File: src/rtl/grid_explorer_with_backtrack_core_defines.svh
// Assertion helpers for the grid explorer; clk and arst_n come from the including module.
`ifndef GRID_EXPLORER_WITH_BACKTRACK_CORE_DEFINES_SVH
`define GRID_EXPLORER_WITH_BACKTRACK_CORE_DEFINES_SVH

// same-cycle implication
`define GEXP_ASSERT_NOW(lbl, ante, cons, msg) \
	lbl: assert property (@(posedge clk) disable iff (!arst_n) (ante) |-> (cons)) \
		else $error(msg);

// next-cycle implication
`define GEXP_ASSERT_NEXT(lbl, ante, cons, msg) \
	lbl: assert property (@(posedge clk) disable iff (!arst_n) (ante) |=> (cons)) \
		else $error(msg);

`endif

File: src/rtl/gexp_ram.sv
module gexp_ram #(
	parameter int WIDTH = 1,
	parameter int DEPTH = 16
) (
	input  logic                     clk,
	input  logic                     we,
	input  logic [$clog2(DEPTH)-1:0] waddr,
	input  logic [WIDTH-1:0]         wdata,
	input  logic                     re,
	input  logic [$clog2(DEPTH)-1:0] raddr,
	output logic [WIDTH-1:0]         rdata
);

	logic [WIDTH-1:0] mem [DEPTH];

	always_ff @(posedge clk) begin
		if (we) begin
			mem[waddr] <= wdata;
		end
		// read data holds until the next read
		if (re) begin
			rdata <= mem[raddr];
		end
	end

endmodule

File: config.mk
export PLATFORM = sky130hd
export DESIGN_NAME = gexp_ram
export DESIGN_NICKNAME = d
export VERILOG_FILES = /design/src/rtl/grid_explorer_with_backtrack_core_defines.svh /design/src/rtl/gexp_ram.sv
export SDC_FILE = /design/constraint.sdc
export NUM_CORES = 1
export LEC_CHECK = 0
export BUFFER_PORTS_ARGS = -buffer_cell sky130_fd_sc_hd__buf_4
export CAP_MARGIN = 10
export CELL_PAD_IN_SITES_DETAIL_PLACEMENT = 0
export CELL_PAD_IN_SITES_GLOBAL_PLACEMENT = 1
export CORE_UTILIZATION = 46
export DETAILED_ROUTE_END_ITERATION = 16
export PLACE_DENSITY_LB_ADDON = 0.1
export SYNTH_ARGS = -nofsm -noshare
export SYNTH_HDL_FRONTEND = slang
export SYNTH_SLANG_ARGS = --single-unit
File: constraint.sdc
create_clock -name clk -period 2.1 [get_ports clk]
set_clock_uncertainty 0.05 [all_clocks]
set_input_delay 0.42 -clock clk [delete_from_list [all_inputs] [get_ports clk]]
set_output_delay 0.42 -clock clk [all_outputs]
set_load 0.01 [all_outputs]
==> Yosys cells after proc, flatten, opt, wreduce, memory -nomap -nowiden <==
Memory sizes are Yosys's and may differ from the RTL's. A register that Yosys moved wholly into a read port is not among the register bits.
Index checks and enable logic that the tools add are counted.
{ "totals": {"register_bits": 0, "ramBits": 16, "mem_count": 1} }
{ "memory_table": {"columns": ["name", "words", "word_bits", "read_ports", "rd_clocked_by_memory_dff", "wr", "line", "source"], "rows": [
  ["mem", 16, 1, 1, 1, 1, "gexp_ram.sv:14", "logic [WIDTH-1:0] mem [DEPTH];"]
]} }
{ "op_classes": {"mux": 2} }
{ "op_table": {"columns": ["op", "n"], "rows": [
  ["$mux W1", 2]
]} }

==> Logic depth before layout (Yosys ltp) <==
Gate-level depths: netlist (run 1).
{ "logic_depth": {"depth_word": 2, "mapped_depth": 3} }

==> Worst setup path after synthesis (run 1) <==
OpenSTA, ideal clock, no wires.
{ "synth_path": {"path_type": "input -> register", "from": "in raddr[0]", "to": "reg rdata (read register of mem), data pin", "path_slack_ps": 656, "required_time_ps": 1789, "cell_stages": 3, "setup_ps": 261, "arrival_time_ps": 1133, "path_cell_list": "mux4_1 mux2i_1 mux2i_1"} }
{ "synth_lines": {"columns": ["element", "line", "source"], "rows": [
  ["start, declared", "gexp_ram.sv:10", "input logic [$clog2(DEPTH)-1:0] raddr,"],
  ["end, declared", "gexp_ram.sv:11", "output logic [WIDTH-1:0] rdata"]
]} }

==> impl_metrics.py, run 1 <==
metrics = {
    "die": {
        "die-area_sq_mm": 0.00181,
        "core_area_sq_mm": 0.00152,
        "die_y_um": 42.5,
        "ioPinCount": 13,
        "rows": 14,
        "die_w_um": 42.5,
        "start_util_pct": 49.6,
    },
    "timing": {
        "setup_viol": 0,
        "fmax_ghz": 0.697,
        "finalCritPeriodShare_pct": 68.3,
        "grt_setup_unrepaired": "false",
        "setup-tns-final_ns": 0,
        "hold_viol": 0,
        "slew_headroom_pct": 86.5,
        "final_max_slew_viol_count": 0,
        "post-route-min-period_ns": 1.43,
        "tightestPinTransition_ns": 0.201,
    },
    "global_route": {
        "grt_start_max_net_pins": 17,
        "track_usage_pct": 16.1,
        "antenna_found_initial": 0,
        "grt_pass1_wl_um": 2060,
        "grt_remaining_overflow": 0,
        "grt_pass1_vias": 474,
    },
    "cts": {
        "cts_hold_buf": 0,
        "cts_buffers": 3,
        "h-tree-depth": 1,
        "cts_resized": 0,
        "clkSinkCount": 17,
        "clk_latency_ns": 0.28,
        "cts_setup_buffers": 0,
        "cts_tree": "done",
        "clk_pin_slew_ns": 0.09,
        "cts-root-buf": "clkbuf_4",
        "cts_buffer_depth": 2,
    },
    "pwr": {
        "ir_worst_vdd_mv": 0.385,
        "power.leakage_nw": 0.319,
        "swShare_pct": 20.1,
        "pwr-share-comb_pct": 9.5,
        "clkPwrFrac_pct": 27.5,
        "sequentialPowerShare_pct": 63.1,
        "p_switching_uw": 123,
        "finalPower_uw": 608,
        "p_int_uw": 486,
        "power_density_mw_per_mm2": 682,
    },
    "routing": {
        "wl_per_cell_um": 15.1,
        "drt_iter0_drc": 6,
        "firstDrtPassIters": 4,
        "drc": 0,
        "vias": 443,
        "avgViaCountPerCell": 5.61,
        "detail-route-antenna-nets": 0,
        "wl_um": 1190,
    },
    "min_path": {
        "hold_class": "in -> reg",
        "min_from": "re",
    },
    "setup_path": {
        "rr_worst_depth": 3,
        "r2r_end": "rdata$_DFFE_PP_",
        "crit_path_start_kind": "flip-flop",
        "worst-path-max-fanout": 1,
        "worst-r2r-setup-slack_ns": 0.67,
        "crit_end": "rdata$_DFFE_PP_",
        "r2r_start": "mem[5]$_DFFE_PP_",
        "startpoint": "mem[5]$_DFFE_PP_",
        "crit_path_end_kind": "flip-flop",
        "crit_required_ns": 2.08,
        "path_class": "reg -> reg",
        "crit_arrival_ns": 1.42,
    },
    "logic_synthesis": {
        "ys_seq_area_share_pct": 67.5,
        "synth.ff_latch_count": 17,
        "syn_area_per_cell_sq_um": 16.1,
        "synth_cell_types": 10,
        "ys_warn_count": 0,
        "syn_nets": 59,
        "synthesis.area_sq_um": 756,
        "synth_cells": 47,
    },
    "layout": {
        "area_growth_pct": 18.0,
        "fillers": 126,
        "multi_input_area_sq_um": 245,
        "nets": 76,
        "area.sequential_sq_um": 510,
        "antenna_cells": 0,
        "drive_gt1_share_pct": 25.4,
    },
    "place": {
        "dp_hpwl_um": 945,
        "portBuffers": 12,
        "gp_congestion": 0.704,
    },
    "job": {
        "drv_cap": 0,
    },
    "outcome": {
        "status": "finished clean",
    },
}
-- through the flow --
stage	setup slack, ns	instance area, sq um	cells	utilization [%]	hold slack, ns
finish	0.666	892	79	58.5	0.283
global route	0.587	892	79	58.5	0.265
CTS	0.667	892	79	58.5	0.279
detailed placement	0.443	866	75	56.8	0.570
global placement	0.487	866	75	56.8	0.569
floorplan	0.656	756	47	-	0.469
-- how the worst min path moves through the flow --
stage	slack, ns	depth (start not counted)	to
after CTS	0.28	1	rdata$_DFFE_PP_
after detailed placement	0.57	1	rdata$_DFFE_PP_
after floorplan	0.47	0	mem[0]$_DFFE_PP_
after global placement	0.57	1	rdata$_DFFE_PP_
after global routing	0.27	1	rdata$_DFFE_PP_
final	0.28	1	rdata$_DFFE_PP_
-- layout make-up --
type,instances,area share (%)
sequential,17,57.2
multi-input combinational,30,27.5
timing repair buffer,12,10.1
clock buffer,4,2.95
tap,16,2.24
-- state kept, by name, indices dropped and copies added, names as in the netlist --
name	flops
rdata	1
mem	16
-- placed cells by master, fill, tap and decap left out --
master / netlist / layout
edfxtp_1: 17 / 17
nor2_1: 12 / 12
buf_4: 0 / 12
nor3_1: 4 / 4
mux4_1: 4 / 4
mux2i_1: 3 / 3
clkbuf_4: 0 / 3
nand3b_1: 2 / 2
nand2b_1: 2 / 2
nand2_1: 1 / 1
nand3_1: 1 / 1
or3b_2: 1 / 1
clkbuf_1: 0 / 1
-- critical path, stage by stage (launching register included) --
cell and delay [ns]:
edfxtp_1 0.38, mux4_1 0.52, mux2i_1 0.15, mux2i_1 0.09
-- layer usage --
| metal | vias to the layer above | GRT usage (%) | routed length (um) |
|---|---|---|---|
| met3 | 2 | 4.31 | 62 |
| li1 | 217 | - | - |
| met4 | 0 | 5.63 | 4 |
| met5 | - | 0 | 0 |
| met1 | 209 | 17.7 | 490 |
| met2 | 15 | 29.5 | 635 |
-- synth_stat cells, drive strengths merged --
master	instances	area [sq um]
nand3	1	5.00
nand3b	2	15.0
edfxtp	17	510
mux4	4	105
nand2b	2	12.5
nand2	1	3.75
mux2i	3	30.0
nor3	4	20.0
or3b	1	8.76
nor2	12	45.0
-- cell families after synthesis --
| logic type | count (synthesis) | share of synthesized area, % |
|---|---|---|
| multiplexers | 7 | 17.9 |
| AND/OR/NAND/NOR | 23 | 14.6 |
| flip-flops | 17 | 67.5 |
-- power by group through the flow --
stage               Combinational [mW]  Sequential [mW]  Clock (mW)
floorplan                       0.0234            0.392           0
global placement                0.0548            0.391           0
detailed placement              0.0584            0.392           0
CTS                             0.0584            0.384       0.168
global route                    0.0639            0.384       0.182
finish                          0.0576            0.384       0.167
Note: power is estimated with default switching activity, not from simulation.
==> run 2, diff against run 1 <==
--- a/config.mk
+++ b/config.mk
@@ -9,7 +9,7 @@
 export CAP_MARGIN = 10
 export CELL_PAD_IN_SITES_DETAIL_PLACEMENT = 0
 export CELL_PAD_IN_SITES_GLOBAL_PLACEMENT = 1
-export CORE_UTILIZATION = 46
+export CORE_UTILIZATION = 39
 export DETAILED_ROUTE_END_ITERATION = 16
 export PLACE_DENSITY_LB_ADDON = 0.1
 export SYNTH_ARGS = -nofsm -noshare
==> constraint.sdc (replaced) <==
create_clock -name clk -period 1.2 [get_ports clk]
set_clock_uncertainty 0.05 [all_clocks]
set_input_delay 0.24 -clock clk [delete_from_list [all_inputs] [get_ports clk]]
set_output_delay 0.24 -clock clk [all_outputs]
set_load 0.01 [all_outputs]
==> impl_metrics.py, run 2 (synthesized netlist as in run 1, its figures left out) <==
metrics = {
    "pwr": {
        "pwr-share-comb_pct": 10.3,
        "swShare_pct": 20.8,
        "clkPwrFrac_pct": 27.6,
        "p_int_uw": 857,
        "power_density_mw_per_mm2": 1190,
        "power.leakage_nw": 0.314,
        "finalPower_mw": 1.08,
        "p_switching_uw": 224,
        "ir_worst_vdd_mv": 0.553,
        "sequentialPowerShare_pct": 62.1,
    },
    "cts": {
        "cts_buffers": 3,
        "cts_tree": "done",
        "cts_buffer_depth": 2,
        "cts_hold_buf": 0,
        "clkSinkCount": 17,
        "cts_setup_buffers": 0,
        "clk_pin_slew_ns": 0.09,
        "h-tree-depth": 1,
        "clk_latency_ns": 0.28,
        "cts_resized": 0,
        "cts-root-buf": "clkbuf_4",
    },
    "outcome": {
        "violations": "setup timing",
        "status": "complete, but fails checks",
    },
    "timing": {
        "grt_setup_unrepaired": "true",
        "fmax_ghz": 0.731,
        "post-route-min-period_ns": 1.37,
        "slew_headroom_pct": 83.7,
        "tightestPinTransition_ns": 0.242,
        "hold_viol": 0,
        "final.setup.worst_slack_ns": -0.167,
        "finalCritPeriodShare_pct": 114,
        "final_max_slew_viol_count": 0,
        "setup_viol": 1,
    },
    "place": {
        "dp_hpwl_um": 958,
        "place_area_sq_um": 885,
        "gp_congestion": 0.719,
        "portBuffers": 12,
        "dp_slack_ns": -0.224,
    },
    "global_route": {
        "track_usage_pct": 13.6,
        "grt_pass1_vias": 451,
        "grt_pass1_wl_um": 1900,
        "grt_start_max_net_pins": 17,
        "antenna_found_initial": 0,
        "grt_remaining_overflow": 0,
    },
    "routing": {
        "firstDrtPassIters": 4,
        "drt_iter0_drc": 4,
        "wl_per_cell_um": 13.8,
        "vias": 461,
        "wl_um": 1240,
        "detail-route-antenna-nets": 0,
        "drc": 0,
        "avgViaCountPerCell": 5.12,
    },
    "layout": {
        "design_area_sq_um": 911,
        "reg_top3": "mem x16, rdata x1",
        "nets": 78,
        "drive_gt1_share_pct": 35.4,
        "largest-register": "mem",
        "mostFrequentLayoutCells": "edfxtp_1 (17), buf_4 (14), nor2_1 (12)",
        "antenna_cells": 0,
        "area_growth_pct": 20.5,
        "largest_register_ff_count": 16,
        "final_common_cell": "edfxtp_1",
    },
    "setup_path": {
        "crit_arrival_ns": 1.36,
        "rr_worst_depth": 3,
        "path_cells": "mux4_2 > mux2i_1 > mux2i_1",
        "worst-path-max-fanout": 1,
        "crit_path_end_kind": "flip-flop",
        "cp.depth": 3,
        "worst-path-buf-inv": 0,
        "max_stage_delay_ns": 0.46,
        "path_class": "reg -> reg",
        "cp_slowest_cell": "mux4_2",
        "crit_top_cell": "mux2i_1",
        "cp_top_family": "multiplexers",
        "crit_required_ns": 1.19,
        "crit_path_start_kind": "flip-flop",
    },
    "die": {
        "start_util_pct": 42.8,
        "die_y_um": 46.0,
        "die_w_um": 46.0,
        "ioPinCount": 13,
        "die-area_sq_mm": 0.00212,
        "rows": 15,
        "core_area_sq_mm": 0.00176,
    },
    "job": {
        "drv_cap": 0,
    },
    "min_path": {
        "hold_class": "in -> reg",
        "hold_path_depth": 1,
    },
}
run 2: changes by cell type in the layout (fill, tap and decap cells not counted):
| cell | change |
|---|---|
| buf_4 | +2 |
| mux4_2 | +4 |
| nor3_2 | +1 |
| or3b_4 | +1 |
| nor3_1 | -1 |
| or3b_2 | -1 |
| mux4_1 | -4 |
run 2: stage by stage:
stage | util [%] | hold WS (ns) | std cells | TNS, ns
2_1_floorplan | - | 0.289 | 47 | -0.0933
3_3_place_gp | 50.1 | 0.394 | 86 | -0.414
3_5_place_dp | 50.1 | 0.388 | 86 | -0.432
4_1_cts | 51.6 | 0.0865 | 90 | -0.179
5_1_grt | 51.6 | 0.0855 | 90 | -0.254
6_report | 51.6 | 0.0962 | 90 | -0.167
run 2: final timing paths:
kind                     from         endpoint  slack, ns
min                        re  rdata$_DFFE_PP_        0.1
max reg2reg  mem[2]$_DFFE_PP_  rdata$_DFFE_PP_      -0.17
max          mem[2]$_DFFE_PP_  rdata$_DFFE_PP_      -0.17
min reg2reg  mem[7]$_DFFE_PP_  rdata$_DFFE_PP_       0.79
run 2: power by group through the flow:
stage               registers, mW  logic [mW]  clock network, mW
global placement            0.686       0.112                  0
CTS                         0.672       0.113              0.307
global route                0.673       0.122              0.330
floorplan                   0.686      0.0440                  0
finish                      0.671       0.111              0.299
detailed placement          0.685       0.112                  0
run 2: cell type report:
type	instances	area (sq um)
clock buffer	4	26.3
multi-input combinational	30	238
timing repair buffer	14	105
tap	25	31.3
fill	170	853
sequential	17	510
run 2: routing by layer:
metal	vias up	global-route usage, %	share of wire (%)
li1	219	-	-
met1	221	16.5	44
met2	19	23.4	49
met3	2	2.78	6.5
met4	0	5.29	0.40
met5	-	0	0
run 2: worst reg2reg max path, stage by stage (launching register included):
cell and delay [ns]:
edfxtp_1 0.40, mux4_2 0.46, mux2i_1 0.14, mux2i_1 0.08
==> run 3, diff against run 2 <==
--- a/config.mk
+++ b/config.mk
@@ -11,7 +11,7 @@
 export CELL_PAD_IN_SITES_GLOBAL_PLACEMENT = 1
 export CORE_UTILIZATION = 39
 export DETAILED_ROUTE_END_ITERATION = 16
-export PLACE_DENSITY_LB_ADDON = 0.1
+export PLACE_DENSITY_LB_ADDON = 0.25
 export SYNTH_ARGS = -nofsm -noshare
 export SYNTH_HDL_FRONTEND = slang
 export SYNTH_SLANG_ARGS = --single-unit
==> impl_metrics.py, run 3 (synthesized netlist as in run 1, its figures left out) <==
metrics = {
    "layout": {
        "nets": 77,
        "antenna_cells": 0,
        "area_growth_pct": 19.5,
        "largest-register": "mem",
        "drive_gt1_share_pct": 34.4,
        "mostFrequentLayoutCells": "edfxtp_1 (17), buf_4 (13), nor2_1 (12)",
        "reg_top3": "mem x16, rdata x1",
        "final_common_cell": "edfxtp_1",
        "largest_register_ff_count": 16,
    },
    "die": {
        "ioPinCount": 13,
        "start_util_pct": 42.8,
        "die_y_um": 46.0,
        "die-area_sq_mm": 0.00212,
        "die_w_um": 46.0,
        "core_area_sq_mm": 0.00176,
        "rows": 15,
    },
    "outcome": {
        "violations": "setup timing",
        "status": "complete, but fails checks",
    },
    "min_path": {
        "hold_class": "in -> reg",
        "holdPathEnd": "rdata$_DFFE_PP_",
        "hold_path_depth": 1,
        "min_from": "re",
    },
    "cts": {
        "cts_buffers": 3,
        "clk_latency_ns": 0.28,
        "h-tree-depth": 1,
        "cts_hold_buf": 0,
        "clk_pin_slew_ns": 0.09,
        "cts_tree": "done",
        "cts_resized": 0,
        "cts_setup_buffers": 0,
        "cts_buffer_depth": 2,
        "cts-root-buf": "clkbuf_4",
        "clkSinkCount": 17,
    },
    "routing": {
        "wl_um": 1220,
        "firstDrtPassIters": 4,
        "avgViaCountPerCell": 5.00,
        "vias": 445,
        "drc": 0,
        "wl_per_cell_um": 13.7,
        "detail-route-antenna-nets": 0,
        "drt_iter0_drc": 9,
    },
    "setup_path": {
        "r2r_end": "rdata$_DFFE_PP_",
        "path_class": "reg -> reg",
        "crit_arrival_ns": 1.36,
        "crit_path_end_kind": "flip-flop",
        "worst-path-max-fanout": 1,
        "worst-r2r-setup-slack_ns": -0.17,
        "crit_required_ns": 1.19,
        "r2r_start": "mem[15]$_DFFE_PP_",
        "rr_worst_depth": 3,
        "crit_path_start_kind": "flip-flop",
        "startpoint": "mem[15]$_DFFE_PP_",
    },
    "timing": {
        "hold_viol": 0,
        "finalCritPeriodShare_pct": 114,
        "final_max_slew_viol_count": 0,
        "grt_setup_unrepaired": "true",
        "fmax_ghz": 0.732,
        "tightestPinTransition_ns": 0.203,
        "post-route-min-period_ns": 1.37,
        "final.setup.worst_slack_ns": -0.166,
        "whs_ns": 0.0948,
        "slew_headroom_pct": 86.4,
        "setup_viol": 1,
    },
    "place": {
        "dp_hpwl_um": 942,
        "gp_congestion": 0.735,
        "portBuffers": 12,
    },
    "global_route": {
        "grt_pass1_wl_um": 1790,
        "grt_start_max_net_pins": 17,
        "grt_remaining_overflow": 0,
        "track_usage_pct": 13.5,
        "antenna_found_initial": 0,
        "grt_pass1_vias": 407,
    },
    "pwr": {
        "power_density_mw_per_mm2": 1190,
        "finalPower_mw": 1.08,
        "power.leakage_nw": 0.310,
        "ir_worst_vdd_mv": 0.692,
    },
    "job": {
        "drv_cap": 0,
    },
}
run 3: cell count changes in the layout (fill, tap and decap cells not counted):
cell	previous run	this run
buf_4	14	13
run 3: worst max-delay path, cell delays in order, from the launching register on:
cell      delay, ns
edfxtp_1       0.37
mux4_2         0.48
mux2i_1        0.14
mux2i_1        0.09
run 3: area by class of cell:
cell class,count,area (sq um)
timing repair buffer,13,97.6
clock buffer,4,26.3
fill,171,861
sequential,17,510
tap,25,31.3
multi-input combinational,30,238
run 3: worst max path at each step:
stage                      endpoint  slack [ns]  depth (start not counted)
finish              rdata$_DFFE_PP_       -0.17                          3
detailed placement  rdata$_DFFE_PP_       -0.22                          4
CTS                 rdata$_DFFE_PP_       -0.18                          3
global route        rdata$_DFFE_PP_       -0.26                          3
floorplan           rdata$_DFFE_PP_       -0.09                          3
global placement    rdata$_DFFE_PP_       -0.21                          4
run 3: per-layer routing:
metal  wire length (um)  vias up  track usage (%)
met2                654       16             22.5
met3                 68        4             3.57
li1                   -      216                -
met4                 28        0             8.82
met1                472      209             15.0
met5                  0        -                0
run 3: where the power goes:
group | switching, mW | internal (mW) | leakage (nW)
clock | 0.167 | 0.129 | 0.0150
sequential | 0.00347 | 0.668 | 0.154
combinational | 0.0502 | 0.0578 | 0.140
total | 0.221 | 0.855 | 0.310
run 3: through the flow:
step | instances | util [%] | cell area (sq um) | setup TNS (ns) | setup WS [ns]
2_1_floorplan | 47 | - | 748 | -0.0933 | -0.0933
3_3_place_gp | 85 | 49.7 | 877 | -0.376 | -0.207
3_5_place_dp | 85 | 49.7 | 877 | -0.499 | -0.224
4_1_cts | 89 | 51.2 | 903 | -0.179 | -0.179
5_1_grt | 89 | 51.2 | 903 | -0.261 | -0.261
6_report | 89 | 51.2 | 903 | -0.166 | -0.166
